File: src/rtl/cau_div_cell.sv
`default_nettype none
// One restoring-division step for both lanes: one quotient bit per cell.
module cau_div_cell #(
  parameter int RW = 65,
  parameter int QB = 33,
  parameter int TW = 73
) (
  input  logic                 clk,
  input  logic                 rst_n,
  input  logic                 en,
  input  logic                 v_i,
  input  logic [1:0][RW-1:0]   rem_i,
  input  logic [1:0][QB-1:0]   nq_i,
  input  logic [RW-2:0]        den_i,
  input  logic [TW-1:0]        tag_i,
  output logic                 v_o,
  output logic [1:0][RW-1:0]   rem_o,
  output logic [1:0][QB-1:0]   nq_o,
  output logic [RW-2:0]        den_o,
  output logic [TW-1:0]        tag_o
);

  logic [1:0][RW-1:0] t;
  logic [1:0]         ge;
  logic [1:0][RW-1:0] rem_nxt;
  logic [1:0][QB-1:0] nq_nxt;

  logic               v_r;
  logic [1:0][RW-1:0] rem_r;
  logic [1:0][QB-1:0] nq_r;
  logic [RW-2:0]      den_r;
  logic [TW-1:0]      tag_r;

  // nq holds the numerator bits still to come at the top, quotient bits at the bottom
  always_comb begin
    for (int l = 0; l < 2; l++) begin
      t[l]       = {rem_i[l][RW-2:0], nq_i[l][QB-1]};
      ge[l]      = t[l] >= {1'b0, den_i};
      rem_nxt[l] = ge[l] ? t[l] - {1'b0, den_i} : t[l];
      nq_nxt[l]  = {nq_i[l][QB-2:0], ge[l]};
    end
  end

  always_ff @(posedge clk) begin
    if (!rst_n) begin
      v_r <= 1'b0;
    end else if (en) begin
      v_r <= v_i;
    end
  end

  always_ff @(posedge clk) begin
    if (en) begin
      rem_r <= rem_nxt;
      nq_r  <= nq_nxt;
      den_r <= den_i;
      tag_r <= tag_i;
    end
  end

  assign v_o   = v_r;
  assign rem_o = rem_r;
  assign nq_o  = nq_r;
  assign den_o = den_r;
  assign tag_o = tag_r;

endmodule
`default_nettype wire

File: config.mk
export PLATFORM = sky130hd
export DESIGN_NAME = cau_div_cell
export DESIGN_NICKNAME = d
export VERILOG_FILES = /design/src/rtl/cau_div_cell.sv
export SDC_FILE = /design/constraint.sdc
export NUM_CORES = 1
export LEC_CHECK = 0
export BUFFER_PORTS_ARGS = -buffer_cell sky130_fd_sc_hd__buf_4
export CAP_MARGIN = 15
export CORE_AREA = 3 3 260 262
export CTS_CLUSTER_DIAMETER = 100
export DETAILED_ROUTE_END_ITERATION = 8
export DIE_AREA = 0 0 263 265
export SLEW_MARGIN = 20
export SYNTH_ARGS = -nofsm -noshare
export SYNTH_HDL_FRONTEND = slang
export SYNTH_SLANG_ARGS = --single-unit
File: constraint.sdc
create_clock -name clk -period 7.4 [get_ports clk]
set_input_delay 0.37 -clock clk [delete_from_list [all_inputs] [get_ports clk]]
set_output_delay 0.37 -clock clk [all_outputs]
set_load 0.02 [all_outputs]
Word-level counts from Yosys, hierarchy flattened
Index checks and enable logic that the tools add are counted.

Muxes and demuxes: 2. $add $sub $neg: 2. $lt $le $gt $ge: 2.

Operators by type and width (number): $ge 65x64->1 (2); $mux 65 (2); $sub 65x64->65 (2).

Register bits: 334. Output and inout bits: 334. Input port bits: 337.

Depth between registers and ports, before layout
Depth after elaboration: 2. Mapped depth: 17.

Least setup slack after synthesis
OpenSTA, ideal clock, no wires.

Kind: input to register. Start point: in den_i[8]. End point: reg rem_r (netlist bit rem_o[52]) (data pin). Buffers on the path: 3. Path slack: 4127 ps. Data required time: 7140 ps. Data arrival time: 3013 ps. Library setup time: 260 ps. Stages on the path: 16. Path through: inv_1 > ha_1 > and3_4 > and3_1 > nand3_2 > o211ai_2 > a31oi_1 > o221a_4 > o21ai_4 > a21oi_4 > o21a_1 > buf_6 > inv_6 > buf_12 > buf_12 > mux2_4.

RTL lines: start: declaration (RTL line 14) `input logic [RW-2:0] den_i,`; end signal: assignment (RTL line 54) `rem_r <= rem_nxt;`; end: declaration (RTL line 29) `logic [1:0][RW-1:0] rem_r;`.

==> summary.md <==
The clock passes through at most 3 buffers. The final weighted congestion in routability-driven placement was 0.894. The overall power of the completed layout is 6.44 mW, and the minimum period implied by the final worst setup slack is 5.00 ns. In the routed layout, each cell is associated on average with a via count of 5.07. The share of the clock period used by the worst path was 67.5%; the sum of routed wire length over all layers was 82,100 um. The run gives 2,257 as the number of nets produced by synthesis. The maximum clock frequency is 0.200 GHz, and the top-level port count is 671. The dominant synthesized flop cell was sky130_fd_sc_hd__edfxtp_1.

The final setup skew came out at 0 ns. The final-report max-slew violation count was 0. Setup violations remaining at the end of the flow were counted as 0. In this run the critical register-to-register path is launched from v_o.

The tools report the element type at the critical path end as a register. The logs give 28,900 um2 for the summed area of non-filler cells in the final layout and 18,000 for the routed via count. In the synthesized netlist, the number of instances is 1,790.

The floorplan has 94 rows. Across the run, the number of max-cap violations was 0. The global-route wire length before repair was 120,000 um; the die footprint was 69,700 um2. The number of cell instances on the worst register-to-register path is 2, and the number of distinct standard cells referenced by the synthesized netlist is 83. The detailed-route wire length per cell came out at 23.2 um.

Global routing used 22.5% of the available tracks across all layers. The total instance count after detailed placement was 3,269. For this design the static power due to leakage is 12.3 nW.

The synthesized flop and latch total is 334, and the total number of yosys warnings is 0. The clock latency reported for the late side of the worst-skew pair was 0.56 ns. The worst hold-check path type is in2reg. Among all stages on the critical path, the largest delay is contributed by sky130_fd_sc_hd__inv_6. STA classifies the critical path startpoint as an input port. The clock transition at the register clock pins on the worst setup and hold paths after CTS was 0.05 ns.

For the sequential share of the synthesized area, the log shows 51.1%. For the maximum level of the CTS H-tree, the log shows 2. The core region is 65,600 um2. The quantity of I/O buffers inserted on ports is 668.

The setup TNS after final layout was 0 ns; the peak ir drop on the vdd network was 0.161 mV. The number of design-rule violations left by the first detailed-router iteration is 1,394, and the number of enable-type register cells in the synthesized netlist is 333. For the pin with the worst max-slew slack, the measured transition is 1.00 ns.

Die width: 263 um. The critical path goes through dlygate4sd3_1 -> buf_4 -> inv_1 -> ha_1 -> nand4_1 -> nor2_1 -> nand2_1 -> nor4_1 -> buf_4 -> nand4_1 -> nor4_2 -> a2111oi_2 -> o21a_1 -> inv_6 -> mux2_2. Setup repair after global routing left no endpoint under its margin. For the post-synth design cell area, the log shows 19,600 um2. In this run, CTS created clock tree buffers numbering 41. Summed over all layers, the global routing overflow is 0. Summing all placed instances gives a cell area of 25,500 um2. For the worst setup path, the data arrival time is 5.30 ns. Across all register-to-register paths, the minimum setup slack is 6.81 ns. The hold path depth is 1. The post-detailed-route count of antenna-violating nets is 0, and the largest stage delay on the critical path is 0.57 ns.

The endpoint identified for the worst register-to-register timing path is v_o. The first detailed-routing pass ran for 5 iterations. Data on the critical path is required at its endpoint by 7.70 ns. Counting flops with an async set or reset pin after synthesis yields a share of 0%.

The DRC violations left was 0; the number of global-route vias before repair was 18,100. The flow ran to the end, and the final reports show no timing, DRC or antenna violations. Cells fill 44.0% of the core in the end.

The worst hold path begins at den_i[59]. The proportion of layout cells with a drive suffix above 1 was 30.7%. In this run the clock root is driven by a sky130_fd_sc_hd__clkbuf_16.

For the tightest slew margin relative to the limit, the log shows 33.1%. Placed wire-length estimate after detailed placement: 65,900 um. The worst setup path is of the in2reg kind.

The clock drives 334 sinks. The tools report the sink of the worst hold path as den_o[59]. Synthesized area divided by synthesized cell count: 11.0 um2. Once the floorplan was initialized, standard cells occupied 29.9% of the core. The die boundary height was 265 um. The run gives 4 as the initial antenna violation count.

TritonCTS built the clock tree. For the layout net count, the log shows 3,115. The hold violation total from the final report came out at 0. Along the worst path, the maximum fanout reaches 59.

The layout-stage area growth over the synthesis result was 47.2%. In this run the power density over the cells is 223 nW/um2. The tools report the number of cells in the finished layout apart from fillers as 3,544. The largest net degree at the start of global routing came out at 160.
==> routing by layer <==
metal / global-route usage, % / vias to the layer above / routed length (um) / part of all wire [%]
met4: 6.78 / 0 / 2410 / 2.9
met1: 27.8 / 8679 / 33300 / 40
li1: - / 8441 / - / -
met3: 4.72 / 96 / 5470 / 6.7
met5: 0 / - / 0 / 0
met2: 39.6 / 769 / 41000 / 50
==> cells in the final DEF (no fill, tap or decap), types with 7 or more instances in the layout <==
master,instances
sky130_fd_sc_hd__and3_1,13
sky130_fd_sc_hd__o31ai_1,20
sky130_fd_sc_hd__mux2_2,53
sky130_fd_sc_hd__a221oi_1,7
sky130_fd_sc_hd__ha_1,128
sky130_fd_sc_hd__nor2_1,88
sky130_fd_sc_hd__a31oi_1,9
sky130_fd_sc_hd__o211ai_1,13
sky130_fd_sc_hd__nand2_1,184
sky130_fd_sc_hd__dlygate4sd3_1,200
sky130_fd_sc_hd__and2_1,10
sky130_fd_sc_hd__o31a_1,7
sky130_fd_sc_hd__xnor2_1,63
sky130_fd_sc_hd__o21ai_0,141
sky130_fd_sc_hd__a211oi_1,13
sky130_fd_sc_hd__nand4_1,39
sky130_fd_sc_hd__nor2b_1,16
sky130_fd_sc_hd__clkbuf_16,42
sky130_fd_sc_hd__xor2_1,48
sky130_fd_sc_hd__o21bai_1,23
sky130_fd_sc_hd__buf_4,675
sky130_fd_sc_hd__nand2b_1,17
sky130_fd_sc_hd__edfxtp_1,333
sky130_fd_sc_hd__o21a_1,26
sky130_fd_sc_hd__mux2_4,8
sky130_fd_sc_hd__nand3_1,25
sky130_fd_sc_hd__a21oi_1,153
sky130_fd_sc_hd__a21o_1,67
sky130_fd_sc_hd__o21ai_1,7
sky130_fd_sc_hd__inv_1,95
sky130_fd_sc_hd__a21boi_0,7
sky130_fd_sc_hd__nor3_1,27
==> cell type report <==
cell class / count / area, um2
tap: 864 / 1080
timing repair buffer: 877 / 7100
fill: 6176 / 36700
inverter: 97 / 369
multi-input combinational: 1297 / 8920
sequential: 334 / 10000
clock buffer: 50 / 1110
clock inverter: 21 / 263
antenna: 4 / 10.0
==> cell usage after synthesis, drive strengths merged (23+ instances only) <==
cell type    n  area share (%)
clkbuf      42            0.80
edfxtp     333              51
nor3        27            0.69
mux2        61             3.7
a21o        67             2.6
nand3       26            0.69
o21ai      149             3.9
ha         128             8.2
xnor2       63             2.8
nand2      184             3.5
xor2        48             2.1
o21a        26            0.99
nor2        88             1.7
inv         97             1.9
o21bai      23            0.88
a21oi      155             4.0
nand4       39             1.2
==> state kept, by name (all words and copies together), names as in the netlist <==
signal	flops
den_o	64
tag_o	73
rem_o	130
nq_o	66
v_o	1
==> worst max path at each step <==
stage,endpoint,start,cells after the start
after floorplan,rem_o[52],den_i[8],16
after global placement,rem_o[26],den_i[41],14
after detailed placement,rem_o[28],den_i[41],14
after CTS,rem_o[28],den_i[41],15
after global routing,rem_o[28],den_i[55],15
final,rem_o[28],den_i[41],15
==> what timing repair did <==
item / 4_1_cts / 5_1_grt
gates resized for setup: 0 / 0
hold buffers: 200 / 0
setup buffers: 0 / 0
endpoints found under the hold margin: 200 / 0
==> cell families after synthesis <==
logic type / after synthesis / share of synthesized area, %
AOI/OAI and AO/OA: 536 / 17.3
xor gates and xnor gates: 111 / 4.95
adders and majority gates: 130 / 8.37
buffers and inverters: 159 / 3.48
DFF: 334 / 51.1
muxes: 64 / 3.81
and+or+nand+nor: 456 / 11.0
==> critical path, delay by kind of cell <==
kind            cells  cell delay [ns]
compound gates      2             0.59
fa+ha+maj           1             0.42
buf+inv             5             1.50
mux                 1             0.43
simple gates        6             1.92
==> report_power, final <==
part           leakage [nW]  switching, mW  total, mW  internal [mW]
Sequential             3.27         0.0733       2.43           2.35
Combinational          8.40           1.12       1.94          0.824
Clock                 0.671          0.827       2.07           1.25
==> stage by stage <==
| step | worst slack, ns | hold slack (ns) |
|---|---|---|
| after floorplan | 4.13 | 0.469 |
| after global placement | 2.45 | 0.496 |
| after detailed placement | 2.34 | 0.509 |
| after CTS | 2.39 | 0.00339 |
| after global routing | 2.14 | 0.00393 |
| final | 2.40 | 0.0324 |
Note: power is estimated with default switching activity, not from simulation.
